File: config.mk
export PLATFORM = sky130hd
export DESIGN_NAME = value_table_search_edit_core
export DESIGN_NICKNAME = d
export VERILOG_FILES = /design/src/hw/rtl/vtse_pkg.sv /design/src/hw/rtl/value_table_search_edit_core.sv
export VERILOG_INCLUDE_DIRS = /design/src /design/src/hw/rtl
export SDC_FILE = /design/constraint.sdc
export NUM_CORES = 1
export LEC_CHECK = 0
export BUFFER_PORTS_ARGS = -buffer_cell sky130_fd_sc_hd__buf_2
export CAP_MARGIN = 20
export CORE_ASPECT_RATIO = 1.5
export CORE_MARGIN = 2
export CORE_UTILIZATION = 55
export CTS_CLUSTER_DIAMETER = 200
export DETAILED_ROUTE_END_ITERATION = 10
export PLACE_DENSITY = 0.76
export SETUP_SLACK_MARGIN = 0.05
export SYNTH_ARGS = -nofsm -noshare
export SYNTH_HDL_FRONTEND = slang
export SYNTH_SLANG_ARGS = --single-unit
File: constraint.sdc
create_clock -name clk -period 5.7 [get_ports clk]
set_input_delay 1.14 -clock clk [delete_from_list [all_inputs] [get_ports clk]]
set_output_delay 1.14 -clock clk [all_outputs]
set_load 0.1 [all_outputs]
File: src/hw/rtl/assert_macros.svh
// Assertion helpers; compiled out under SYNTHESIS.
`ifndef ASSERT_MACROS_SVH
`define ASSERT_MACROS_SVH

`ifndef SYNTHESIS

// prop must hold at every clock edge outside reset
`define VTSE_ASSERT(lbl, clk, rst_n, prop, msg) \
	lbl: assert property (@(posedge clk) disable iff (!(rst_n)) (prop)) else $error(msg);

// prop must never hold outside reset
`define VTSE_NEVER(lbl, clk, rst_n, prop, msg) \
	lbl: assert property (@(posedge clk) disable iff (!(rst_n)) !(prop)) else $error(msg);

`else

`define VTSE_ASSERT(lbl, clk, rst_n, prop, msg)
`define VTSE_NEVER(lbl, clk, rst_n, prop, msg)

`endif

`endif

File: src/hw/rtl/vtse_pkg.sv
`timescale 1ns / 1ps

package vtse_pkg;

	localparam int CAPACITY = 8;
	localparam int IDX_W = (CAPACITY > 1) ? $clog2(CAPACITY) : 1;
	localparam int CNT_W = $clog2(CAPACITY + 1);

	// request codes
	localparam logic [1:0] OP_APPEND  = 2'd0;
	localparam logic [1:0] OP_REPLACE = 2'd1;
	localparam logic [1:0] OP_DELETE  = 2'd2;

	// result status codes
	localparam logic [1:0] ST_DONE      = 2'd0;
	localparam logic [1:0] ST_NOT_FOUND = 2'd1;
	localparam logic [1:0] ST_FULL      = 2'd2;

	typedef enum logic [1:0] {
		S_IDLE,
		S_SCAN,
		S_SHIFT,
		S_RESULT
	} state_t;

endpackage

File: src/hw/rtl/value_table_search_edit_core.sv
`timescale 1ns / 1ps
// Sequencing, accept to result word: append, empty-table miss and code 3 go straight
//   to the result state; replace and delete first scan from entry 0 (one entry per
//   cycle), and a delete hit then moves each later entry down one slot.
// Throughput: one request at a time; the next word is taken only once the result
//   word is loaded into the output register and the block is back in idle (single memory read port).
// Reset: arst_n clears control and fill count; entry memory has no reset.
`include "assert_macros.svh"

module value_table_search_edit_core
	import vtse_pkg::*;
(
	input  logic               clk,
	input  logic               arst_n,
	// request channel
	input  logic               in_valid,
	output logic               in_ready,
	input  logic        [1:0]  operation,
	input  logic signed [31:0] key,
	input  logic signed [31:0] new_value,
	// result channel
	output logic               out_valid,
	input  logic               out_ready,
	output logic        [1:0]  status,
	output logic        [2:0]  match_index,
	output logic        [3:0]  fill_count
);

	localparam logic [CNT_W-1:0] CNT_ONE = CNT_W'(1);
	localparam logic [CNT_W-1:0] CNT_CAP = CNT_W'(CAPACITY);

	// entry store: one synchronous read port, one write port
	logic [31:0] mem [CAPACITY];
	logic [31:0] rd_data_q;

	logic             rd_en;
	logic [IDX_W-1:0] rd_addr;
	logic             wr_en;
	logic [IDX_W-1:0] wr_addr;
	logic [31:0]      wr_data;

	// control state
	state_t           state_q, state_d;
	logic [CNT_W-1:0] count_q, count_d;
	logic [IDX_W-1:0] ptr_q, ptr_d;     // address of the entry now in rd_data_q
	logic [1:0]       res_status_q, res_status_d;
	logic [IDX_W-1:0] res_idx_q, res_idx_d;

	// captured request word
	logic [1:0]  op_q;
	logic [31:0] key_q;
	logic [31:0] val_q;

	// output word register
	logic       out_valid_q;
	logic [1:0] status_q;
	logic [2:0] match_index_q;
	logic [3:0] fill_count_q;
	logic       load_out;

	logic             accept;
	logic [IDX_W-1:0] ptr_next;
	logic             more;
	logic             hit;

	assign accept   = in_valid && in_ready;
	assign ptr_next = ptr_q + IDX_W'(1);
	// another live entry after the current one
	assign more     = (CNT_W'(ptr_q) + CNT_ONE) < count_q;
	assign hit      = (rd_data_q == key_q);

	always_ff @(posedge clk) begin
		if (wr_en) begin
			mem[wr_addr] <= wr_data;
		end
		if (rd_en) begin
			rd_data_q <= mem[rd_addr];
		end
	end

	always_ff @(posedge clk) begin
		if (accept) begin
			op_q  <= operation;
			key_q <= key;
			val_q <= new_value;
		end
	end

	always_ff @(posedge clk or negedge arst_n) begin
		if (!arst_n) begin
			state_q      <= S_IDLE;
			count_q      <= '0;
			ptr_q        <= '0;
			res_status_q <= ST_DONE;
			res_idx_q    <= '0;
		end else begin
			state_q      <= state_d;
			count_q      <= count_d;
			ptr_q        <= ptr_d;
			res_status_q <= res_status_d;
			res_idx_q    <= res_idx_d;
		end
	end

	// Sequencer: scan reads one entry per cycle and compares the registered
	// read word; delete then moves each later entry down one slot, reading
	// ptr+1 while writing ptr-1, so the two accesses never meet.
	always_comb begin
		state_d      = state_q;
		count_d      = count_q;
		ptr_d        = ptr_q;
		res_status_d = res_status_q;
		res_idx_d    = res_idx_q;
		rd_en        = 1'b0;
		rd_addr      = ptr_next;
		wr_en        = 1'b0;
		wr_addr      = ptr_q;
		wr_data      = val_q;
		in_ready     = 1'b0;
		load_out     = 1'b0;

		case (state_q)
			S_IDLE: begin
				in_ready = 1'b1;
				if (in_valid) begin
					res_idx_d = '0;
					case (operation)
						OP_APPEND: begin
							if (count_q >= CNT_CAP) begin
								res_status_d = ST_FULL;
							end else begin
								wr_en        = 1'b1;
								wr_addr      = IDX_W'(count_q);
								wr_data      = new_value;
								res_status_d = ST_DONE;
								res_idx_d    = IDX_W'(count_q);
								count_d      = count_q + CNT_ONE;
							end
							state_d = S_RESULT;
						end
						OP_REPLACE, OP_DELETE: begin
							if (count_q == '0) begin
								res_status_d = ST_NOT_FOUND;
								state_d      = S_RESULT;
							end else begin
								rd_en   = 1'b1;
								rd_addr = '0;
								ptr_d   = '0;
								state_d = S_SCAN;
							end
						end
						default: begin
							res_status_d = ST_NOT_FOUND;
							state_d      = S_RESULT;
						end
					endcase
				end
			end
			S_SCAN: begin
				if (hit) begin
					res_status_d = ST_DONE;
					res_idx_d    = ptr_q;
					if (op_q == OP_REPLACE) begin
						wr_en   = 1'b1;
						wr_addr = ptr_q;
						wr_data = val_q;
						state_d = S_RESULT;
					end else if (more) begin
						rd_en   = 1'b1;
						ptr_d   = ptr_next;
						state_d = S_SHIFT;
					end else begin
						// matched the last entry: nothing to move
						count_d = count_q - CNT_ONE;
						state_d = S_RESULT;
					end
				end else if (more) begin
					rd_en = 1'b1;
					ptr_d = ptr_next;
				end else begin
					res_status_d = ST_NOT_FOUND;
					res_idx_d    = '0;
					state_d      = S_RESULT;
				end
			end
			S_SHIFT: begin
				wr_en   = 1'b1;
				wr_addr = ptr_q - IDX_W'(1);
				wr_data = rd_data_q;
				if (more) begin
					rd_en = 1'b1;
					ptr_d = ptr_next;
				end else begin
					count_d = count_q - CNT_ONE;
					state_d = S_RESULT;
				end
			end
			S_RESULT: begin
				// hold until the output register is free
				if (!out_valid_q || out_ready) begin
					load_out = 1'b1;
					state_d  = S_IDLE;
				end
			end
			default: begin
				state_d = S_IDLE;
			end
		endcase
	end

	always_ff @(posedge clk or negedge arst_n) begin
		if (!arst_n) begin
			out_valid_q <= 1'b0;
		end else if (load_out) begin
			out_valid_q <= 1'b1;
		end else if (out_ready) begin
			out_valid_q <= 1'b0;
		end
	end

	always_ff @(posedge clk) begin
		if (load_out) begin
			status_q      <= res_status_q;
			match_index_q <= 3'(res_idx_q);
			fill_count_q  <= 4'(count_q);
		end
	end

	assign out_valid   = out_valid_q;
	assign status      = status_q;
	assign match_index = match_index_q;
	assign fill_count  = fill_count_q;

	// fill count stays within the table
	`VTSE_NEVER(a_count_range, clk, arst_n, count_q > CNT_CAP, "fill count above capacity")
	// shift pointer always sits on a live entry past the deleted one
	`VTSE_NEVER(a_shift_lo, clk, arst_n, (state_q == S_SHIFT) && (ptr_q == '0), "shift at entry 0")
	`VTSE_NEVER(a_shift_hi, clk, arst_n, (state_q == S_SHIFT) && (CNT_W'(ptr_q) >= count_q), "shift past count")
	// count moves by at most one per request
	`VTSE_NEVER(a_count_up, clk, arst_n, count_q > $past(count_q) + CNT_ONE, "fill count jumped up")
	`VTSE_NEVER(a_count_dn, clk, arst_n, count_q + CNT_ONE < $past(count_q), "fill count jumped down")

endmodule

# After elaboration in Yosys (flattened, before gate mapping)
# Memory sizes are Yosys's and may differ from the RTL's. A register that Yosys moved wholly into a read port is not among the register bits.
# Index checks and enable logic that the tools add are counted.
[op_classes]
n_addsub = 5
order_cmp = 2
n_eq_ne = 18
muxes = 68
reduce_logical = 15
[op_table]
columns = ["operator", "n"]
rows = [
  ["two-way mux 32 bit", 3],
  ["case mux 32 bit (2 select lines)", 1],
  ["two-way mux 3 bit", 18],
  ["equality test 32 bit", 1],
  ["two-way mux 4 bit", 6],
  ["two-way mux 2 bit", 11],
  ["two-way mux 1 bit", 20],
  ["!= test 2 bit, second input constant", 6],
  ["case mux 3 bit (2 select lines)", 2],
  ["case mux 4 bit (3 select lines)", 1],
  ["!= test 3 bit, second input constant", 3],
  ["case mux 3 bit (3 select lines)", 1],
  ["case mux 2 bit (2 select lines)", 2],
  ["case mux 2 bit (4 select lines)", 1],
  ["equality test 2 x 1 -> 1 bit, second input constant", 3],
  ["equality test 2 bit, second input constant", 3],
  ["case mux 1 bit (3 select lines)", 2],
  ["AND reduction 6 bit", 1],
  ["AND reduction 5 bit", 1],
  ["adder 3 x 1 -> 4 bit, second input constant", 1],
  ["adder 4 x 1 -> 4 bit, second input constant", 1],
  ["greater-or-equal comparator 4 bit, second input constant", 1],
  ["logical NOT 2 bit", 2],
  ["logical NOT 4 bit", 1],
  ["14 further kinds", 16],
]
[word_totals]
reg_bits = 90
mem_bits_rw = 256
inputBits = 70
output_inout_bits = 11
memories = 1
[memory_table]
columns = ["memory", "depth", "width", "rd", "rd_ports_with_merged_regs", "write_ports", "line", "rtl"]
rows = [
  ["mem", 8, 32, 1, 1, 1, "value_table_search_edit_core.sv:33", "logic [31:0] mem [CAPACITY];"],
]

# Logic depth before layout (Yosys ltp)
[logic_depth]
ltp_word = 7
ltp_mapped = 11
mapped_depth_nobuf = 9

# Least setup slack after synthesis
# OpenSTA, ideal clock, no wires.
[synth_timing]
kind = "register to register"
start = "register state_q[0]"
end = "memory mem[2][0], enable pin"
arrival_time_ns = 5.869
required_ns = 5.187
setup_slack_ns = -0.682
path_stages_with_launch = 9
n_path_buf = 1
period_less_slack_ns = 6.382
cell_sequence = "dfrtp_1 -> inv_1 -> ha_1 -> buf_2 -> nand2_2 -> nor2_2 -> a21oi_2 -> a222oi_1 -> nor4b_1"
[synth_between]
elab_chain_cells = 4
word_cells_on_any_way = 7
cone_classes = "eq/ne (2); mux (4); reduce/logical (1)"
[synth_lines]
columns = ["element", "line", "rtl"]
rows = [
  ["from (decl)", "value_table_search_edit_core.sv:43", "state_t state_q, state_d;"],
  ["from (signal assigned)", "value_table_search_edit_core.sv:97", "state_q <= state_d;"],
  ["equality test 2 bit (tied with other cells)", "value_table_search_edit_core.sv:122", "case (state_q)"],
  ["case mux 1 bit (3 select lines)", "value_table_search_edit_core.sv:122", ""],
  ["two-way mux 1 bit", "value_table_search_edit_core.sv:73", "if (wr_en) begin"],
  ["two-way mux 1 bit (implied by the code)", "value_table_search_edit_core.sv:74", "mem[wr_addr] <= wr_data;"],
  ["to (decl)", "value_table_search_edit_core.sv:33", ""],
]
# Parallel ways exist; a longest one is shown, timed or not.

# Final worst setup path
[layout_timing]
start = "register ptr_q[0]"
end = "register rd_data_q[26], read port of mem, enable pin"
[layout_between]
elab_chain_cells = 6
word_cells_on_any_way = 11
cone_classes = "add/sub (2); order compare (1); mux (8)"
[layout_lines]
columns = ["element", "line", "rtl"]
rows = [
  ["from (decl)", "value_table_search_edit_core.sv:45", "logic [IDX_W-1:0] ptr_q, ptr_d;"],
  ["from (signal assigned)", "value_table_search_edit_core.sv:99", "ptr_q <= ptr_d;"],
  ["adder 3 x 1 -> 4 bit *", "value_table_search_edit_core.sv:69", "assign more = (CNT_W'(ptr_q) + CNT_ONE) < count_q;"],
  ["less-than comparator 4 bit *", "value_table_search_edit_core.sv:69", ""],
  ["two-way mux 1 bit *", "value_table_search_edit_core.sv:168, value_table_search_edit_core.sv:177, value_table_search_edit_core.sv:190", ""],
  ["two-way mux 1 bit", "value_table_search_edit_core.sv:163", "if (op_q == OP_REPLACE) begin"],
  ["two-way mux 1 bit", "value_table_search_edit_core.sv:160", "if (hit) begin"],
  ["case mux 1 bit (3 select lines) *", "value_table_search_edit_core.sv:122", ""],
  ["via rd_en", "value_table_search_edit_core.sv:36", "logic rd_en;"],
  ["to (decl)", "value_table_search_edit_core.sv:34", "logic [31:0] rd_data_q;"],
]
# The timed path passes the listed nets; every way through them passes the cells marked *.
# A chain may end at the register's enable or synchronous reset.

==> flow_summary_export.csv <==
group,metric,value,unit
drt,wl_per_cell,23.7,µm
placement,dp.cells,1375,
grt,grt_pass1_wl,51700,µm
floorplanning,dieArea,29000,µm²
logic_synthesis,avgSynthCellArea,15.3,µm²
drt,route.detailed.drc,0,
clocking,path_clk_slew,60,ps
setup_path,cpMostUsedCell,"buf_4",
clocking,hold_buffers,0,
pwr,power_frac_seq,44.0,%
logic_synthesis,synth_seq_area_share,74.3,%
timing,setup_tns,0,ps
logic_synthesis,synth_edf_count,363,
logic_synthesis,synthFlopType,"edfxtp_1",
timing,finalSetupViolCount,0,
clocking,cts_buffers,35,
logic_synthesis,synthArstFlopShare,3.97,%
pwr,p_sw,3.82,mW
logic_synthesis,syn-num-nets,1075,
grt,gr-total-overflow,0,
drt,drt-total-wl,34100,µm
timing,rsz0062_at_grt,"false",
clocking,post_cts_buffers,0,
drt,dr.pass1.iters,7,
setup_path,crit_path_max_fanout,69,
layout,utilization,63.2,%
layout,drive_gt1_share,17.0,%
setup_path,r2r_slack,1690,ps
floorplanning,ioPinCount,81,
timing,fmax,0.249,GHz
drt,vias,9159,
clocking,root_buffer,"clkbuf_16",
layout,diodes,0,
clocking,clk_latency,530,ps
placement,gp_congestion,0.800,
logic_synthesis,yosys_register_bits,378,
job,maxCapViolCount,0,
timing,fin_crit,4010,ps
floorplanning,dieHeight,207,µm
grt,grt_antenna_before_repair,0,
pwr,leakagePower,6.04,nW
floorplanning,initial_utilization,55.7,%
timing,period_share,70.4,%
setup_path,critPathArrivalTime,4220,ps
clocking,htree_levels,2,
timing,finalClockSkew,13.7,ps
logic_synthesis,syn_inst,992,
floorplanning,core_area,27200,µm²
floorplanning,die_w,140,µm
setup_path,end_kind,"register",
pwr,power.density,619,nW/µm²
pwr,max-vdd-ir-drop,0.476,mV
clocking,cts_num_sinks,378,
drt,ant_nets,0,
grt,grt_usage,23.4,%
layout,final_cell_count_no_fill,1439,
clocking,cts-resized-gates,0,
pwr,combPwrFrac,34.5,%
placement,pre_cts_ws,1190,ps
setup_path,cp-startpoint,"ptr_q[0]",
setup_path,crit_path_top_delay_cell,"a21oi_4",
floorplanning,core.rowCount,74,
logic_synthesis,ys_types,51,
setup_path,r2r-start,"ptr_q[0]",
placement,dp_hpwl,19900,µm
timing,slew_viol_final,0,
timing,worstMarginPinSlew,1080,ps
grt,grt_max_degree,95,
pwr,p_int,6.82,mW
min_path,hold_class,"register to register",
logic_synthesis,synth_area,15200,µm²
drt,vias_per_cell,6.36,
setup_path,path_class,"register to register",
setup_path,path_cells,"inv_2, buf_4, nor3_1, ha_1, a2111o_1, o21ai_2, nand2_1, a21o_1, a21oi_4, buf_4",
layout,syn_to_final_growth,13.3,%
setup_path,critPathMaxStageDelay,790,ps
logic_synthesis,yosys_warnings,0,
pwr,power,10.6,mW
status,outcome,"finished clean",
timing,setup_ws,1690,ps
grt,first_global_vias,9329,
placement,io_buffers,80,
drt,drt_iter0_markers,1009,
timing,max_slew_margin,28.0,%
setup_path,cp_data_required_time,5910,ps
layout,fin_nets,1155,
timing,hold_viol,0,
pwr,netSwitchingFraction,35.9,%
clocking,cts_tree,"done",
setup_path,cp-start-kind,"register",
pwr,p_clk_share,21.5,%
min_path,min_from,"res_status_q[0]",
clocking,cts_buffer_depth,3,
[final timing paths]
kind,end,cells after the start
min in group asynchronous,ptr_q[2],1
hold / removal,status[0],0
setup reg to reg,rd_data_q[26],10
max in group asynchronous,ptr_q[0],1
setup / recovery,rd_data_q[26],10
hold reg to reg,status[0],0
[worst max-delay path, delay by kind of cell, from the launching register on]
kind / cells / cell delay, ps
AOI/OAI and AO/OA: 4 / 1500
buffers and inverters: 3 / 1140
DFF: 1 / 550
and+or+nand+nor: 2 / 270
adders and majority gates: 1 / 240
[logic make-up (layout without fill, tap and decap cells)]
group | count (synthesis) | in the layout | share of synthesized area (%)
simple gates | 174 | 174 | 5.13
xor+xnor | 38 | 38 | 2.24
compound gates | 233 | 233 | 11.3
flops | 378 | 378 | 74.3
buf+inv | 113 | 218 | 3.04
fa+ha+maj | 13 | 13 | 1.12
mux | 43 | 43 | 2.89
[layout make-up]
| cell class | count | area (µm²) |
|---|---|---|
| clock buffer | 47 | 963 |
| clock inverter | 15 | 159 |
| fill | 1910 | 10000 |
| inverter | 51 | 191 |
| multi-input combinational | 501 | 3540 |
| sequential | 378 | 11300 |
| tap | 342 | 428 |
| timing repair buffer | 105 | 641 |
[cells in the final DEF, fill, tap and decap left out, types with 4 or more instances in the layout]
master / count
a21oi_1: 6
a222oi_1: 34
buf_2: 80
buf_4: 22
clkbuf_1: 10
clkbuf_16: 37
clkinv_1: 5
clkinvlp_4: 4
dfrtp_1: 14
edfxtp_1: 363
ha_1: 11
inv_1: 47
mux2_2: 6
mux2i_1: 37
nand2_1: 106
nand3_1: 33
nor2_1: 5
nor4_1: 8
o211ai_1: 34
o21ai_0: 54
o21ai_1: 17
o22ai_1: 32
o311a_1: 32
xnor2_1: 4
xor2_1: 33
[registers in the layout, summed over array words and instances (netlist names)]
name	flops
fill_count	4
rd_data_q	32
key_q	32
out_valid	1
match_index	3
ptr_q	3
state_q	2
mem	256
res_idx_q	3
count_q	4
op_q	2
status	2
res_status_q	2
val_q	32
[per-stage QoR]
step                instance area (µm²)  hold WS (ps)
global placement                  16000           434
floorplan                         15200           419
CTS                               17100           455
detailed placement                16000           432
finish                            17200           452
global route                      17200           459
[power groups by stage]
stage	sequential (mW)	clock (mW)	combinational (mW)
finish	4.68	2.29	3.67
global route	4.74	2.42	3.96
CTS	4.68	2.33	3.60
detailed placement	4.72	0	3.59
global placement	4.70	0	3.43
floorplan	4.76	0	2.36
[Yosys cell counts, types with 32 or more instances]
library cell | count | area (µm²)
o311a_1 | 32 | 320
o211ai_1 | 34 | 255
edfxtp_1 | 363 | 10900
mux2i_1 | 37 | 370
o21ai_0 | 54 | 270
xor2_1 | 33 | 289
nand3_1 | 33 | 165
o22ai_1 | 32 | 200
clkbuf_1 | 42 | 158
inv_1 | 48 | 180
a222oi_1 | 34 | 340
nand2_1 | 106 | 398
[layer usage]
layer | wire length, µm | vias up | global-route usage, %
li1 | - | 4031 | -
met1 | 12600 | 4564 | 28.8
met2 | 17600 | 468 | 40.5
met3 | 2560 | 96 | 3.81
met4 | 1310 | 0 | 11.0
met5 | 0 | - | 0
Power figures use the tool's default switching activity.
